### config.mk
export PLATFORM = sky130hd
export DESIGN_NAME = utf8_code_point_decoder
export DESIGN_NICKNAME = d
export VERILOG_FILES = /design/src/rtl/u8d_pkg.sv /design/src/rtl/u8d_front.sv /design/src/rtl/u8d_queue.sv /design/src/rtl/u8d_back.sv /design/src/rtl/utf8_code_point_decoder.sv
export SDC_FILE = /design/constraint.sdc
export NUM_CORES = 1
export LEC_CHECK = 0
export ABC_AREA = 1
export BUFFER_PORTS_ARGS = -buffer_cell sky130_fd_sc_hd__buf_2
export CORE_MARGIN = 2
export CORE_UTILIZATION = 47
export CTS_CLUSTER_SIZE = 16
export DETAILED_ROUTE_END_ITERATION = 12
export MAX_ROUTING_LAYER = met4
export PLACE_DENSITY_LB_ADDON = 0.2
export SETUP_SLACK_MARGIN = 0.1
export SLEW_MARGIN = 20
export SYNTH_ARGS = -nofsm -noshare
export SYNTH_HDL_FRONTEND = slang
export SYNTH_SLANG_ARGS = --single-unit
### constraint.sdc
create_clock -name clk -period 3.35 [get_ports clk]
set_input_delay 0.1675 -clock clk [delete_from_list [all_inputs] [get_ports clk]]
set_output_delay 0.1675 -clock clk [all_outputs]
set_load 0.05 [all_outputs]
### src/rtl/u8d_pkg.sv
`timescale 1ns / 1ps
`default_nettype none
// ----------------------------------------------------------------------------
// u8d_pkg - shared types and constants of the UTF-8 code point decoder
// Command word passed from the byte classifier to the sequence engine, queue
// sizing and the status bundle seen by the top level.
// ----------------------------------------------------------------------------
package u8d_pkg;

    // Widths fixed by the stream format
    localparam int BYTE_W = 8;
    localparam int CP_W   = 21;

    // Command queue between classifier and engine
    localparam int QUEUE_DEPTH = 4;
    localparam int QUEUE_PTR_W = $clog2(QUEUE_DEPTH);
    localparam int QUEUE_CNT_W = $clog2(QUEUE_DEPTH + 1);

    // Class of one input byte
    typedef enum logic [1:0] {
        CMD_NUL,    // string terminator
        CMD_IMM,    // ASCII, invalid lead: stands for itself
        CMD_CONT,   // continuation byte 10xxxxxx
        CMD_LEAD    // multi-byte lead, payload pre-shifted
    } cmd_kind_t;

    // One classified byte
    typedef struct packed {
        cmd_kind_t         kind;
        logic [1:0]        len;     // continuation bytes a lead announces
        logic [CP_W-1:0]   value;   // raw byte, or lead payload in place
    } cmd_t;

    // Engine status for the top-level checks
    typedef struct packed {
        logic [1:0]        bytes_remaining;
        logic [CP_W-1:0]   accumulator;
        logic              pend_valid;
        logic              pop;
    } back_status_t;

endpackage
`default_nettype wire

### src/rtl/u8d_front.sv
`timescale 1ns / 1ps
`default_nettype none
// ----------------------------------------------------------------------------
// u8d_front - byte classifier
// Sorts each incoming byte into terminator, stand-alone, continuation or
// lead, and pre-shifts a lead's payload bits to their final place.
// ----------------------------------------------------------------------------
module u8d_front (
    input  wire logic [u8d_pkg::BYTE_W-1:0] byte_in,
    output u8d_pkg::cmd_t                   cmd
);

    // Classify on the leading one bits
    always_comb
    begin
        cmd.kind  = u8d_pkg::CMD_IMM;
        cmd.len   = 2'd0;
        cmd.value = {{(u8d_pkg::CP_W - u8d_pkg::BYTE_W){1'b0}}, byte_in};
        if (byte_in == '0)
        begin
            cmd.kind = u8d_pkg::CMD_NUL;
        end
        else if (byte_in[7] == 1'b0)
        begin
            cmd.kind = u8d_pkg::CMD_IMM;
        end
        else if (byte_in[7:6] == 2'b10)
        begin
            cmd.kind = u8d_pkg::CMD_CONT;
        end
        else if (byte_in[7:5] == 3'b110)
        begin
            cmd.kind  = u8d_pkg::CMD_LEAD;
            cmd.len   = 2'd1;
            cmd.value = {10'd0, byte_in[4:0], 6'd0};
        end
        else if (byte_in[7:4] == 4'b1110)
        begin
            cmd.kind  = u8d_pkg::CMD_LEAD;
            cmd.len   = 2'd2;
            cmd.value = {5'd0, byte_in[3:0], 12'd0};
        end
        else if (byte_in[7:3] == 5'b11110)
        begin
            cmd.kind  = u8d_pkg::CMD_LEAD;
            cmd.len   = 2'd3;
            cmd.value = {byte_in[2:0], 18'd0};
        end
        // 0xF8 and above stay as stand-alone raw bytes
    end

endmodule
`default_nettype wire

### src/rtl/u8d_queue.sv
`timescale 1ns / 1ps
`default_nettype none
// ----------------------------------------------------------------------------
// u8d_queue - command queue
// Small first-in first-out store of classified bytes; push and pop may
// happen in the same cycle.
// ----------------------------------------------------------------------------
module u8d_queue (
    input  wire logic          clk,
    input  wire logic          rst_n,
    input  wire logic          push,
    input  wire u8d_pkg::cmd_t push_cmd,
    output logic               full,
    output logic               pop_valid,
    output u8d_pkg::cmd_t      pop_cmd,
    input  wire logic          pop
);

    u8d_pkg::cmd_t                     slot_reg [u8d_pkg::QUEUE_DEPTH];
    logic [u8d_pkg::QUEUE_PTR_W-1:0]   wr_ptr_reg, wr_ptr_next;
    logic [u8d_pkg::QUEUE_PTR_W-1:0]   rd_ptr_reg, rd_ptr_next;
    logic [u8d_pkg::QUEUE_CNT_W-1:0]   count_reg, count_next;
    logic                              do_push, do_pop;

    assign full      = (count_reg == u8d_pkg::QUEUE_CNT_W'(u8d_pkg::QUEUE_DEPTH));
    assign pop_valid = (count_reg != '0);
    assign pop_cmd   = slot_reg[rd_ptr_reg];
    assign do_push   = push && !full;
    assign do_pop    = pop && pop_valid;

    // Pointer and fill count update
    always_comb
    begin
        wr_ptr_next = do_push ? wr_ptr_reg + 1'b1 : wr_ptr_reg;
        rd_ptr_next = do_pop  ? rd_ptr_reg + 1'b1 : rd_ptr_reg;
        count_next  = count_reg;
        if (do_push && !do_pop)
        begin
            count_next = count_reg + 1'b1;
        end
        else if (do_pop && !do_push)
        begin
            count_next = count_reg - 1'b1;
        end
    end

    always_ff @(posedge clk or negedge rst_n)
    begin
        if (!rst_n)
        begin
            wr_ptr_reg <= '0;
            rd_ptr_reg <= '0;
            count_reg  <= '0;
        end
        else
        begin
            wr_ptr_reg <= wr_ptr_next;
            rd_ptr_reg <= rd_ptr_next;
            count_reg  <= count_next;
        end
    end

    // Slot storage, no reset needed
    always_ff @(posedge clk)
    begin
        if (do_push)
        begin
            slot_reg[wr_ptr_reg] <= push_cmd;
        end
    end

endmodule
`default_nettype wire

### src/rtl/u8d_back.sv
`timescale 1ns / 1ps
`default_nettype none
// ----------------------------------------------------------------------------
// u8d_back - sequence engine
// Holds the decode state, folds each command into the accumulator and
// delivers up to two code points per command through an output register
// and a one-word pending slot.
// ----------------------------------------------------------------------------
module u8d_back (
    input  wire logic                     clk,
    input  wire logic                     rst_n,
    input  wire logic                     cmd_valid,
    input  wire u8d_pkg::cmd_t            cmd,
    output logic                          cmd_pop,
    output logic                          cp_valid,
    output logic [u8d_pkg::CP_W-1:0]      code_point,
    output logic                          last,
    input  wire logic                     cp_stall,
    output u8d_pkg::back_status_t         status
);

    logic [1:0]               br_reg, br_next;
    logic [u8d_pkg::CP_W-1:0] acc_reg, acc_next;
    logic                     out_valid_reg, out_valid_next;
    logic [u8d_pkg::CP_W-1:0] out_cp_reg, out_cp_next;
    logic                     out_last_reg, out_last_next;
    logic                     pend_valid_reg, pend_valid_next;
    logic [u8d_pkg::CP_W-1:0] pend_cp_reg, pend_cp_next;

    logic                     out_free;
    logic [u8d_pkg::CP_W-1:0] cont_bits;
    logic [u8d_pkg::CP_W-1:0] acc_or;
    logic                     r0_valid, r0_last, r1_valid;
    logic [u8d_pkg::CP_W-1:0] r0_cp, r1_cp;
    logic [1:0]               br_exec;
    logic [u8d_pkg::CP_W-1:0] acc_exec;

    assign out_free = !out_valid_reg || !cp_stall;
    assign cmd_pop  = cmd_valid && !pend_valid_reg && out_free;

    // Continuation bits placed at the slot of the expected byte
    always_comb
    begin
        unique case (br_reg)
            2'd1:    cont_bits = {15'd0, cmd.value[5:0]};
            2'd2:    cont_bits = {9'd0, cmd.value[5:0], 6'd0};
            2'd3:    cont_bits = {3'd0, cmd.value[5:0], 12'd0};
            default: cont_bits = '0;
        endcase
    end

    assign acc_or = acc_reg | cont_bits;

    // Execute one command against the decode state
    always_comb
    begin
        r0_valid = 1'b0;
        r0_last  = 1'b1;
        r0_cp    = cmd.value;
        r1_valid = 1'b0;
        r1_cp    = cmd.value;
        br_exec  = br_reg;
        acc_exec = acc_reg;
        if (br_reg != 2'd0 && cmd.kind == u8d_pkg::CMD_CONT)
        begin
            br_exec = br_reg - 2'd1;
            if (br_reg == 2'd1)
            begin
                r0_valid = 1'b1;
                r0_cp    = acc_or;
                acc_exec = '0;
            end
            else
            begin
                acc_exec = acc_or;
            end
        end
        else if (br_reg != 2'd0)
        begin
            // cut short: flush partial value, then emit a stand-alone byte or start a new lead
            r0_valid = 1'b1;
            r0_cp    = acc_reg;
            br_exec  = 2'd0;
            acc_exec = '0;
            if (cmd.kind == u8d_pkg::CMD_IMM)
            begin
                r0_last  = 1'b0;
                r1_valid = 1'b1;
            end
            else if (cmd.kind == u8d_pkg::CMD_LEAD)
            begin
                br_exec  = cmd.len;
                acc_exec = cmd.value;
            end
        end
        else
        begin
            case (cmd.kind)
                u8d_pkg::CMD_IMM, u8d_pkg::CMD_CONT:
                begin
                    r0_valid = 1'b1;
                end
                u8d_pkg::CMD_LEAD:
                begin
                    br_exec  = cmd.len;
                    acc_exec = cmd.value;
                end
                default:
                begin
                end
            endcase
        end
    end

    // Output register and pending slot
    always_comb
    begin
        br_next         = br_reg;
        acc_next        = acc_reg;
        out_valid_next  = out_valid_reg;
        out_cp_next     = out_cp_reg;
        out_last_next   = out_last_reg;
        pend_valid_next = pend_valid_reg;
        pend_cp_next    = pend_cp_reg;
        if (out_free)
        begin
            out_valid_next = 1'b0;
        end
        if (pend_valid_reg && out_free)
        begin
            out_valid_next  = 1'b1;
            out_cp_next     = pend_cp_reg;
            out_last_next   = 1'b1;
            pend_valid_next = 1'b0;
        end
        else if (cmd_pop)
        begin
            br_next         = br_exec;
            acc_next        = acc_exec;
            out_valid_next  = r0_valid;
            out_cp_next     = r0_cp;
            out_last_next   = r0_last;
            pend_valid_next = r1_valid;
            pend_cp_next    = r1_cp;
        end
    end

    always_ff @(posedge clk or negedge rst_n)
    begin
        if (!rst_n)
        begin
            br_reg         <= 2'd0;
            acc_reg        <= '0;
            out_valid_reg  <= 1'b0;
            pend_valid_reg <= 1'b0;
        end
        else
        begin
            br_reg         <= br_next;
            acc_reg        <= acc_next;
            out_valid_reg  <= out_valid_next;
            pend_valid_reg <= pend_valid_next;
        end
    end

    always_ff @(posedge clk)
    begin
        out_cp_reg   <= out_cp_next;
        out_last_reg <= out_last_next;
        pend_cp_reg  <= pend_cp_next;
    end

    assign cp_valid   = out_valid_reg;
    assign code_point = out_cp_reg;
    assign last       = out_last_reg;

    assign status.bytes_remaining = br_reg;
    assign status.accumulator     = acc_reg;
    assign status.pend_valid      = pend_valid_reg;
    assign status.pop             = cmd_pop;

endmodule
`default_nettype wire

### src/rtl/utf8_code_point_decoder.sv
`timescale 1ns / 1ps
`default_nettype none
// ----------------------------------------------------------------------------
// utf8_code_point_decoder - streaming UTF-8 to code point decoder
// Non-validating decoder: one byte word in, zero to two code point words out.
//
// Input channel: byte_valid / byte_stall / byte_in, one byte per word.
// Output channel: cp_valid / cp_stall / code_point / last. last marks the
// final code point caused by one input byte.
// A classifier sorts each accepted byte into a four-word command queue; the
// sequence engine behind it owns the decode state and the output register.
// The byte is registered in the queue when accepted; the engine then takes it
// and shows its first word from the output register. Throughput: one byte per
// cycle while cp_stall is low. A byte that yields two words (a stand-alone
// byte cutting a sequence short) holds the engine while its second word waits
// in the pending slot, a hold the queue absorbs. A zero byte ends a string and
// flushes any partial value. Reset clears the queue, the decode state and the
// output valid. When cp_stall is high the output word holds; the queue keeps
// taking bytes until full, then byte_stall rises.
// ----------------------------------------------------------------------------
module utf8_code_point_decoder (
    input  wire logic                     clk,
    input  wire logic                     rst_n,
    input  wire logic                     byte_valid,
    output logic                          byte_stall,
    input  wire logic [u8d_pkg::BYTE_W-1:0] byte_in,
    output logic                          cp_valid,
    input  wire logic                     cp_stall,
    output logic [u8d_pkg::CP_W-1:0]      code_point,
    output logic                          last
);

    u8d_pkg::cmd_t          front_cmd;
    u8d_pkg::cmd_t          queue_cmd;
    logic                   queue_full;
    logic                   queue_valid;
    logic                   queue_pop;
    u8d_pkg::back_status_t  back_status;

    assign byte_stall = queue_full;

    // Classifier
    u8d_front u_front (
        .byte_in (byte_in),
        .cmd     (front_cmd)
    );

    // Command queue
    u8d_queue u_queue (
        .clk       (clk),
        .rst_n     (rst_n),
        .push      (byte_valid),
        .push_cmd  (front_cmd),
        .full      (queue_full),
        .pop_valid (queue_valid),
        .pop_cmd   (queue_cmd),
        .pop       (queue_pop)
    );

    // Sequence engine
    u8d_back u_back (
        .clk        (clk),
        .rst_n      (rst_n),
        .cmd_valid  (queue_valid),
        .cmd        (queue_cmd),
        .cmd_pop    (queue_pop),
        .cp_valid   (cp_valid),
        .code_point (code_point),
        .last       (last),
        .cp_stall   (cp_stall),
        .status     (back_status)
    );

`ifndef SYNTH
    // A pending second word always sits behind a shown first word
    assert property (@(posedge clk) disable iff (!rst_n)
        back_status.pend_valid |-> cp_valid)
    else $error("pending word without output word");

    // No command is taken while a second word is still pending
    assert property (@(posedge clk) disable iff (!rst_n)
        back_status.pend_valid |-> !back_status.pop)
    else $error("command popped over pending word");

    // Bits below the slot of the next continuation byte are still clear
    assert property (@(posedge clk) disable iff (!rst_n)
        (back_status.bytes_remaining == 2'd1 && back_status.accumulator[5:0] == '0) ||
        (back_status.bytes_remaining == 2'd2 && back_status.accumulator[11:0] == '0) ||
        (back_status.bytes_remaining == 2'd3 && back_status.accumulator[17:0] == '0) ||
        (back_status.bytes_remaining == 2'd0 && back_status.accumulator == '0))
    else $error("accumulator out of step with expected byte count");
`endif

endmodule
`default_nettype wire
# Word-level counts from Yosys, hierarchy flattened

Memories as Yosys holds them, arrays and structs flattened.
Cells that the tools add are included.

Add/sub/neg operators: 5
Muxes and demuxes: 45
Bitwise logic cells: 2
Equal/unequal tests: 11
Reduce and logical (&&, ||, !) cells: 25

Operator list:

| cell                                             | count |
|---|---|
| two-way mux 21 bit                               | 11 |
| two-way mux 25 bit                               | 3 |
| two-way mux 23 bit                               | 3 |
| case mux 18 bit (3 select lines)                 | 1 |
| bitwise OR 21 x 18 -> 21 bit                     | 1 |
| two-way mux 1 bit                                | 17 |
| two-way mux 2 bit                                | 8 |
| == test 2 bit, second input constant             | 5 |
| nonzero test 3 bit                               | 3 |
| logical AND 1 bit                                | 8 |
| zero test 8 bit                                  | 1 |
| == test 3 bit, second input constant             | 2 |
| zero test 1 bit                                  | 6 |
| two-way mux 3 bit                                | 2 |
| nonzero test 2 bit                               | 3 |
| == test 5 bit, second input constant             | 1 |
| adder 2 x 1 -> 2 bit, second input constant      | 2 |
| == test 2 x 1 -> 1 bit, second input constant    | 2 |
| == test 4 bit, second input constant             | 1 |
| adder 3 x 1 -> 3 bit, second input constant      | 1 |
| AND reduction 3 bit                              | 1 |
| subtractor 3 x 1 -> 3 bit, second input constant | 1 |
| AND reduction 2 bit                              | 1 |
| OR reduction 2 bit                               | 1 |
| other kinds (3)                                  | 3 |

Memories kept: 1
Bits of input ports: 12
Bits in registers: 75
Memory bits (writable): 100
Output and inout port bits: 24

Memories:

| name             | words | bits a word | rd ports | clocked after memory_dff | wr ports | RTL line        | source |
|---|---|---|---|---|---|---|---|
| u_queue.slot_reg | 4     | 25          | 1        | 0                        | 1        | u8d_queue.sv:19 | `u8d_pkg::cmd_t slot_reg [u8d_pkg::QUEUE_DEPTH];` |

# Logic depth before layout (Yosys ltp)

Gate-level depths: netlist of run 1.
An unclocked memory read counts as a cell.

Depth after elaboration: 8
Depth in mapped cells: 16
Depth with buffers taken out: 12

# By module

Synthesis of run 1 repeated with hierarchy kept, for this count alone.

Cell total of the unflattened synthesis: 841
Area total of the unflattened synthesis: 8301.7 um^2

By module, submodules not included:

| module    | cells an instance | area an instance (um^2) | times used | sequential area each (um^2) |
|---|---|---|---|---|
| u8d_queue | 352               | 4463.0                  | 1          | 3178.0 |
| u8d_back  | 435               | 3592.2                  | 1          | 1906.8 |
| u8d_front | 54                | 246.5                   | 1          | 0.0 |

# Least setup slack after synthesis of run 1

OpenSTA, ideal clock, no wires.

Path type: register to register
Start point: register u_queue.rd_ptr_reg[0] (netlist name)
End point: register u_back.out_cp_reg, in the netlist u_back.code_point[10] (data pin)
Setup slack: 1.122 ns
Required time: 3.204 ns
Path buffers: 4
Stages on the path, launching flop included: 17
Data arrival time: 2.082 ns
Path through: dfrtp_1 buf_6 inv_4 buf_6 buf_4 nand2_1 a32oi_1 inv_1 ha_1 inv_2 nand2_1 buf_2 o21ai_0 inv_1 nand2_1 inv_1 a21oi_1

Cells in the longest elaborated chain, start to end: 7
Elaborated cells between the ends (all ways): 10

Ends and longest elaborated chain:

| element                               | RTL line        | source |
|---|---|---|
| start: declaration                    | u8d_queue.sv:21 | `logic [u8d_pkg::QUEUE_PTR_W-1:0] rd_ptr_reg, rd_ptr_next;` |
| start signal: assignment              | u8d_queue.sv:58 | `rd_ptr_reg <= rd_ptr_next;` |
| memory (4 x 25 bit) *                 | -               |  |
| case mux 18 bit (3 select lines)      | u8d_back.sv:44  | `unique case (br_reg)` |
| bitwise OR 21 x 18 -> 21 bit          | u8d_back.sv:52  | `assign acc_or = acc_reg \| cont_bits;` |
| two-way mux 21 bit                    | u8d_back.sv:67  | `if (br_reg == 2'd1)` |
| two-way mux 21 bit *                  | u8d_back.sv:64  | `if (br_reg != 2'd0 && cmd.kind == u8d_pkg::CMD_CONT)` |
| two-way mux 21 bit *                  | u8d_back.sv:136 | `else if (cmd_pop)` |
| two-way mux 21 bit *                  | u8d_back.sv:129 | `if (pend_valid_reg && out_free)` |
| named net u_back.out_cp_next, one bit | u8d_back.sv:25  | `logic [u8d_pkg::CP_W-1:0] out_cp_reg, out_cp_next;` |
| end signal: assignment                | u8d_back.sv:168 | `out_cp_reg <= out_cp_next;` |
| end: declaration                      | u8d_back.sv:25  |  |

Mark *: on every way through the listed nets, which the timed path passes. The rest lies on a longest branch. The select of a mux whose other input is x is not followed.
A chain may end at the register's enable or synchronous reset.

# Worst setup path in the final report of run 1

Start point: register u_queue.rd_ptr_reg[0] (netlist name)
End point: register u_back.out_cp_reg, in the netlist u_back.code_point[3] (data pin)

Same word-level chain as after synthesis.

==> results.yml, run 1 <==
logic_synthesis:
  synthArstFlopShare_pct: 20.00
  yosysSeqAreaShare_pct: 63.52
  ys_warn_count: 0
  synth_area_um2: 7296
  synth_top_area_share_pct: 52.27
  ys_ff_latch: 160
  synth.cells.most_frequent: "nand2_1 (178), edfxtp_1 (127), inv_1 (86), nor2_1 (62), nand3_1 (57)"
  synth-edff-count: 127
  syn_inst: 714
  yosysTopAreaCell: "edfxtp_1"
  yosysUniqueCellTypes: 37
  avgSynthCellArea_um2: 10.22
  syn_nets: 740
  synth_ff_type: "edfxtp_1"
  yosysMostFrequentCell: "nand2_1"
  synth.area.top_cells: "edfxtp_1 (52%), dfrtp_1 (11%), nand2_1 (9.2%), inv_1 (4.4%), nand3_1 (3.9%)"
timing:
  slew_headroom_pct: 31.07
  clock_skew_ns: 0.007507
  fin_setup_tns_ns: 0
  rsz0062_at_grt: "false"
  setup_viol: 0
  final.min_clock_period_ns: 2.877
  drv_slew: 0
  worst_slew_pin_slew_ns: 1.032
  hold_violations: 0
  fmax_mhz: 347.5
  period_share_pct: 85.89
cts:
  htreeDepth: 4
  cts_root_buffer: "clkbuf_16"
  cts_tree: "yes"
  clockBufferDepth: 2
  clk-insertion-delay-late_ns: 0.42
  cts.sinks: 160
  postCtsSetupRepairBufs: 0
  path_clk_slew_ns: 0.06
  cts_buffers: 17
global_route:
  grt_max_degree: 33
  first_global_vias: 4789
  track_usage_pct: 21.24
  antenna_found_initial: 0
  grt_pass1_wl_mm: 25.46
  grt_overflow: 0
drt:
  antenna_left: 0
  post_drt_wl_per_cell_um: 16.53
  met3_length_um: 711
  wl_met1_mm: 7.365
  routed_via_density: 5.126
  dr_total_vias: 4900
  met2_length_mm: 7.534
  drt-pass1-iter-count: 5
  dr.max_layer_used: "met4"
  initialDrtViolationCount: 420
  drc_errors: 0
  wl_mm: 15.80
power:
  ir_worst_vdd_v: 0.0004044
  powerDensity_nw_per_um2: 1080
  p_leak_nw: 3.528
cells_and_area:
  syn2layout_area_growth_pct: 12.31
  layout-drive-gt1-share_pct: 13.93
  final_util_pct: 53.90
  antennaDiodeCount: 0
  multi_input_comb_area_um2: 2158
  filler_cell_count: 1311
  layout.nets: 781
  regArea_um2: 4634
  fin_cells: 956
  largest_reg_flops: 88
floorplanning:
  core_um2: 15200
  start_util_pct: 47.99
  rows: 45
  ios: 36
  die-area_um2: 16540
  die_width_um: 128.6
  die_h_um: 128.6
hold_path:
  hold-path-cell-count: 3
  min_path_type: "primary input to flip-flop"
place:
  dp_cells: 923
  gp_congestion: 0.8328
  place.detailed.hpwl_mm: 10.45
  io_buffers: 35
critical_path:
  required_ns: 3.51
  critPathKind: "flip-flop to flip-flop"
  start_kind: "flip-flop"
  critPathArrivalTime_ns: 3.04
  cp_max_fo: 24
  r2r_cells: 9
  crit_path_end_kind: "flip-flop"
run:
  drv_cap: 0
outcome:
  status: "completed"
worst max-delay path, cell delays in order (launching register included):
cell,delay [ns]
dfrtp_1,0.54
inv_4,0.28
nand2_1,0.08
a32oi_1,0.29
ha_1,0.28
inv_2,0.06
o21ai_2,0.55
inv_2,0.24
a21oi_1,0.22
o21ai_1,0.08
what timing repair did:
action / 4_1_cts / 5_1_grt
gates resized for setup: 0 / 0
hold buffers: 1 / 0
hold endpoints to repair: 32 / 0
worst paths after layout:
check	startpoint	to	slack, ns
setup reg to reg	u_queue.rd_ptr_reg[0]	u_back.code_point[3]	0.47
hold / removal	cp_stall	u_back.cp_valid	0.01
setup / recovery	u_queue.rd_ptr_reg[0]	u_back.code_point[3]	0.47
min in group asynchronous	rst_n	u_queue.wr_ptr_reg[0]	0.36
hold reg to reg	u_back.last	u_back.last	0.45
max in group asynchronous	rst_n	u_back.acc_reg[0]	2.49
metrics by stage:
step	cell area [um2]	power [mW]	hold slack (ns)	setup WS, ns
after floorplan	7296	6.138	-0.1281	1.122
after global placement	7630	6.949	0.2763	0.6127
after detailed placement	7630	7.066	0.2981	0.4683
after CTS	8194	8.907	0.002062	0.4603
after global routing	8194	9.467	0.02159	0.1803
final	8194	8.854	0.009682	0.4726
cells by family (layout without fill, tap and decap cells):
logic type	after synthesis	count (layout)	synth area share, %
compound gates	92	92	7.323
buf+inv	118	172	7.031
flops	160	160	63.52
simple gates	326	326	19.14
fa+ha+maj	14	14	2.504
xor+xnor	4	4	0.4803
power breakdown:
part,internal (mW),switching (mW),leakage [nW]
clock network,1.09,0.746,0.266
registers,3.00,0.227,1.62
logic,1.02,2.78,1.64
layer usage:
layer	global-route usage, %	vias to the layer above
li1	-	2441
met3	4.324	14
met1	28.22	2340
met4	6.458	0
met2	33.29	105
met5	-	-
placed cells by master, fill, tap and decap left out, drive strengths merged, types with 4 or more instances in the layout:
master and n:
nand3 63, o211ai 4, clkbuf 20, inv 96
dfrtp 32, ha 13, o21ai 38, nor2 65
a21oi 43, nand2 184, edfxtp 127, and2 9
clkinv 8, buf 44
final cells by class:
| type | count | area share (%) |
|---|---|---|
| Clock buffer | 20 | 5.329 |
| Clock inverter | 12 | 1.435 |
| Inverter | 95 | 4.382 |
| Multi-Input combinational cell | 436 | 26.34 |
| Sequential cell | 160 | 56.56 |
| Tap cell | 188 | 2.871 |
| Timing Repair Buffer | 45 | 3.084 |
Note: power is estimated with default switching activity, not from simulation.
==> inputs of run 2 (changes only) <==
==> constraint.sdc (replaced) <==
create_clock -name clk -period 2.9 [get_ports clk]
set_input_delay 0.145 -clock clk [delete_from_list [all_inputs] [get_ports clk]]
set_output_delay 0.145 -clock clk [all_outputs]
set_load 0.05 [all_outputs]
==> results.yml, run 2 (synthesis results as in run 1) <==
power:
  swShare_pct: 41.27
  power.switching_mw: 4.385
  powerDensity_nw_per_um2: 1273
  pwr-share-comb_pct: 42.5
  seqPwrFrac_pct: 34.9
  ir_worst_vdd_v: 0.0004822
  internal_power_mw: 6.241
  clock_power_share_pct: 22.6
  p_leak_nw: 3.604
  power_mw: 10.63
floorplanning:
  rows: 45
  die_h_um: 128.6
  start_util_pct: 47.99
  die-area_um2: 16540
  core_um2: 15200
  die_width_um: 128.6
  ios: 36
cells_and_area:
  fin_cells: 965
  antennaDiodeCount: 0
  layout.nets: 790
  final_util_pct: 54.89
  final_cell_mix: "nand2_1 (177), edfxtp_1 (127), inv_1 (86)"
  layout_commonest_cell: "nand2_1"
  syn2layout_area_growth_pct: 14.37
  filler_cell_count: 1341
  layout-drive-gt1-share_pct: 15.32
  largest_reg_flops: 88
  final_area_um2: 8344
critical_path:
  r2r_start: "u_queue.rd_ptr_reg[0]"
  reg2reg_slack_ns: 0.44
  cp-endpoint: "u_back.code_point[15]"
  start_kind: "flip-flop"
  r2r-end: "u_back.code_point[15]"
  cp_max_fo: 10
  crit_path_top_delay_cell: "dfrtp_1"
  required_ns: 3.17
  cp_slowest_stage_delay_ns: 0.49
  cp_cell_sequence: "inv_4, nand2_1, a32oi_1, ha_1, inv_2, o21ai_2, buf_4, nand3_1, nand2_1, inv_1, a21oi_1"
  cp_common_cell: "nand2_1"
  critPathArrivalTime_ns: 2.73
  cp_num_buf_inv: 4
  critical_path_depth: 11
  crit_start: "u_queue.rd_ptr_reg[0]"
  critPathTopFamily: "compound AO/OA/AOI/OAI gates"
  critPathKind: "flip-flop to flip-flop"
  r2r_cells: 11
  crit_path_end_kind: "flip-flop"
timing:
  hold_violations: 0
  fin_hold_ws_ns: 0.1378
  clock_skew_ns: 0.008521
  setup_viol: 0
  rsz0062_at_grt: "false"
  fin_setup_tns_ns: 0
  slew_headroom_pct: 40.23
  worst_slew_pin_slew_ns: 0.8944
  final.min_clock_period_ns: 2.456
  fmax_mhz: 407.2
  period_share_pct: 84.69
  layout_setup_ws_ns: 0.4440
  drv_slew: 0
cts:
  clockBufferDepth: 2
  htreeDepth: 4
  cts_tree: "yes"
  clk-insertion-delay-late_ns: 0.43
  cts.sinks: 160
  cts_buffers: 17
  path_clk_slew_ns: 0.06
  postCtsSetupRepairBufs: 0
  cts_root_buffer: "clkbuf_16"
hold_path:
  min_path_type: "primary input to flip-flop"
place:
  dpl_worst_slack_ns: 0.3496
  place.detailed.hpwl_mm: 10.36
  gp_congestion: 0.8715
  dp_cells: 931
  io_buffers: 35
  dpl_cell_area_um2: 7690
drt:
  wl_mm: 16.02
  dr_total_vias: 5083
  routed_via_density: 5.267
  drc_errors: 0
  initialDrtViolationCount: 572
  post_drt_wl_per_cell_um: 16.61
  antenna_left: 0
  drt-pass1-iter-count: 8
global_route:
  track_usage_pct: 21.57
  grt_max_degree: 40
  antenna_found_initial: 0
  first_global_vias: 4894
  grt_pass1_wl_mm: 25.94
  grt_overflow: 0
outcome:
  status: "completed"
run:
  drv_cap: 0
==> run 2: what timing repair did <==
item | CTS | global route
hold buffers | 2 | 0
resized for setup | 0 | 1
hold endpoints to repair | 33 | 0
setup endpoints to repair | 0 | 3
==> run 2: layer usage <==
layer | track usage (%) | share of wire [%]
met1 | 28.93 | 46
met2 | 33.42 | 47
met3 | 4.615 | 6.3
met4 | 6.394 | 1.2
met5 | - | 0
==> run 2: power groups by stage <==
stage	logic, mW	registers (mW)	clock network [mW]
2_1_floorplan	2.81	4.28	0
3_3_place_gp	4.40	3.73	0
3_5_place_dp	4.49	3.75	0
4_1_cts	4.52	3.70	2.43
5_1_grt	5.05	3.78	2.53
6_report	4.52	3.70	2.40
==> run 2: how the worst min path moves through the flow <==
stage / start / end / slack, ns / cells past startpoint
3_5_place_dp: rst_n / u_queue.wr_ptr_reg[1] / 0.28 / 1
4_1_cts: byte_in[3] / u_queue.slot_reg[3][3] / 0.12 / 3
5_1_grt: byte_in[3] / u_queue.slot_reg[3][3] / 0.15 / 3
6_report: byte_in[3] / u_queue.slot_reg[3][3] / 0.14 / 3
2_1_floorplan: rst_n / u_back.acc_reg[0] / -0.15 / 0
3_3_place_gp: rst_n / u_queue.wr_ptr_reg[0] / 0.27 / 1
==> run 2: area by class of cell <==
cell class | count | area [um2] | share of cell area [%]
clock buffers | 22 | 444.2 | 5.323
clock inverters | 10 | 187.7 | 2.249
inverters | 95 | 359.1 | 4.303
multi-input cells | 436 | 2161 | 25.90
flip-flops and latches | 160 | 4634 | 55.54
well taps | 188 | 235.2 | 2.819
repair buffers | 54 | 322.8 | 3.869
==> run 2: worst min-delay path, cell delays in order <==
cell	delay, ns
buf_2	0.11
nand2_1	0.07
nor2_1	0.07
==> inputs of run 3 (changes only) <==
==> constraint.sdc (replaced) <==
create_clock -name clk -period 2.4 [get_ports clk]
set_input_delay 0.12 -clock clk [delete_from_list [all_inputs] [get_ports clk]]
set_output_delay 0.12 -clock clk [all_outputs]
set_load 0.05 [all_outputs]
==> results.yml, run 3 (synthesis results as in run 1) <==
cells_and_area:
  final_util_pct: 54.88
  largest_reg_flops: 88
  layout.nets: 795
  antennaDiodeCount: 0
  layout-drive-gt1-share_pct: 16.62
  fin_cells: 970
  syn2layout_area_growth_pct: 14.35
  regArea_um2: 4636
  layout_commonest_cell: "nand2_1"
  final_cell_mix: "nand2_1 (176), edfxtp_1 (127), inv_1 (86)"
  filler_cell_count: 1314
  multi_input_comb_area_um2: 2193
cts:
  cts_tree: "yes"
  clockBufferDepth: 2
  htreeDepth: 4
  cts_buffers: 17
  cts.sinks: 160
  clk-insertion-delay-late_ns: 0.42
  path_clk_slew_ns: 0.06
  cts_root_buffer: "clkbuf_16"
critical_path:
  reg2reg_slack_ns: 0.26
  required_ns: 2.57
  critPathTopFamily: "compound AO/OA/AOI/OAI gates"
  r2r_start: "u_queue.rd_ptr_reg[0]"
  crit_path_end_kind: "flip-flop"
  cp_common_cell: "inv_2"
  critPathKind: "flip-flop to flip-flop"
  cp_cell_sequence: "inv_4, nand2_1, a32oi_2, ha_2, inv_2, o21ai_4, inv_2, a21oi_1, o21ai_0"
  critPathArrivalTime_ns: 2.31
  start_kind: "flip-flop"
  cp_max_fo: 10
  cp_num_buf_inv: 3
  r2r-end: "u_back.code_point[0]"
  cp_slowest_stage_delay_ns: 0.46
  crit_path_top_delay_cell: "dfrtp_2"
  r2r_cells: 9
power:
  power_mw: 12.61
  swShare_pct: 42.62
  pwr-share-comb_pct: 44.8
  seqPwrFrac_pct: 35.5
  internal_power_mw: 7.234
  power.switching_mw: 5.372
  ir_worst_vdd_v: 0.0006080
  clock_power_share_pct: 19.6
  p_leak_nw: 3.598
  powerDensity_nw_per_um2: 1511
global_route:
  antenna_found_initial: 0
  grt_pass1_wl_mm: 25.36
  grt_max_degree: 38
  first_global_vias: 4774
  track_usage_pct: 21.01
  grt_overflow: 0
floorplanning:
  ios: 36
  die_width_um: 128.6
  die_h_um: 128.6
  start_util_pct: 47.99
  core_um2: 15200
  rows: 45
  die-area_um2: 16540
hold_path:
  hp-start: "byte_valid"
  min_path_type: "primary input to flip-flop"
  hold_end: "u_queue.wr_ptr_reg[1]"
  hold-path-cell-count: 4
place:
  io_buffers: 35
  dp_cells: 934
  gp_congestion: 0.8301
  place.detailed.hpwl_mm: 10.64
drt:
  drc_errors: 0
  wl_mm: 15.86
  dr_total_vias: 4994
  antenna_left: 0
  initialDrtViolationCount: 437
  drt-pass1-iter-count: 5
  routed_via_density: 5.148
  post_drt_wl_per_cell_um: 16.35
run:
  drv_cap: 0
timing:
  drv_slew: 0
  fin_setup_tns_ns: 0
  slew_headroom_pct: 47.46
  hold_violations: 0
  period_share_pct: 89.35
  setup_viol: 0
  worst_slew_pin_slew_ns: 0.7880
  clock_skew_ns: 0.008333
  rsz0062_at_grt: "false"
  final.min_clock_period_ns: 2.144
  fmax_mhz: 466.3
outcome:
  status: "completed"
## run 3: cell types whose count changed in the layout (fill, tap and decap cells not counted), sizes merged
cell and delta:
buf +5, bufinv -4, clkbuf -5, clkinv +7, clkinvlp +1, inv +1
## run 3: cell type report
class                      count  area share, %
clock buffer                  17          5.099
clock inverter                15          1.410
inverter                      95          4.304
multi-input combinational    436          26.29
sequential                   160          55.56
tap                          188          2.819
timing repair buffer          59          4.514
## run 3: metal layers
metal / wire [um] / track usage, %
met1: 7466 / 28.67
met2: 7448 / 31.79
met3: 685 / 3.742
met4: 258 / 7.801
met5: 0 / -
## run 3: worst max-delay path by stage
stage | start | to | slack (ns) | depth (start not counted)
detailed placement | u_queue.rd_ptr_reg[0] | u_back.code_point[0] | 0.08 | 9
global placement | u_queue.rd_ptr_reg[0] | u_back.code_point[15] | 0.16 | 11
global route | u_queue.rd_ptr_reg[0] | u_back.code_point[4] | 0.10 | 9
floorplan | u_queue.rd_ptr_reg[0] | u_back.code_point[10] | 0.17 | 16
CTS | u_queue.rd_ptr_reg[0] | u_back.br_reg[0] | 0.08 | 12
finish | u_queue.rd_ptr_reg[0] | u_back.code_point[0] | 0.26 | 9
## run 3: repair_timing
action,in CTS,in global routing
hold buffers,2,0
resized for setup,2,8
pin swaps,0,2
setup buffers,0,2
endpoints found under the hold margin,33,0
setup endpoints to repair,9,43
## run 3: stage by stage
stage	hold WS (ns)	instance area [um2]	setup slack (ns)
4_1_cts	0.04546	8298	0.07680
2_1_floorplan	-0.1756	7296	0.1723
3_3_place_gp	0.2381	7725	0.1624
6_report	0.05413	8343	0.2555
5_1_grt	0.08944	8343	0.1010
3_5_place_dp	0.2468	7725	0.07764
## run 3: worst register-to-register path, stage by stage, from the launching register on
cell and delay, ns:
dfrtp_2 0.46, inv_4 0.11, nand2_1 0.07, a32oi_2 0.23, ha_2 0.25, inv_2 0.07, o21ai_4 0.28, inv_2 0.15
a21oi_1 0.17, o21ai_0 0.10
## run 3: power groups by stage
stage / registers (mW) / logic (mW) / clock network, mW
floorplan: 5.17 / 3.40 / 0
global placement: 4.50 / 5.37 / 0
detailed placement: 4.53 / 5.48 / 0
CTS: 4.48 / 5.53 / 2.53
global route: 4.57 / 6.26 / 2.63
finish: 4.48 / 5.65 / 2.48
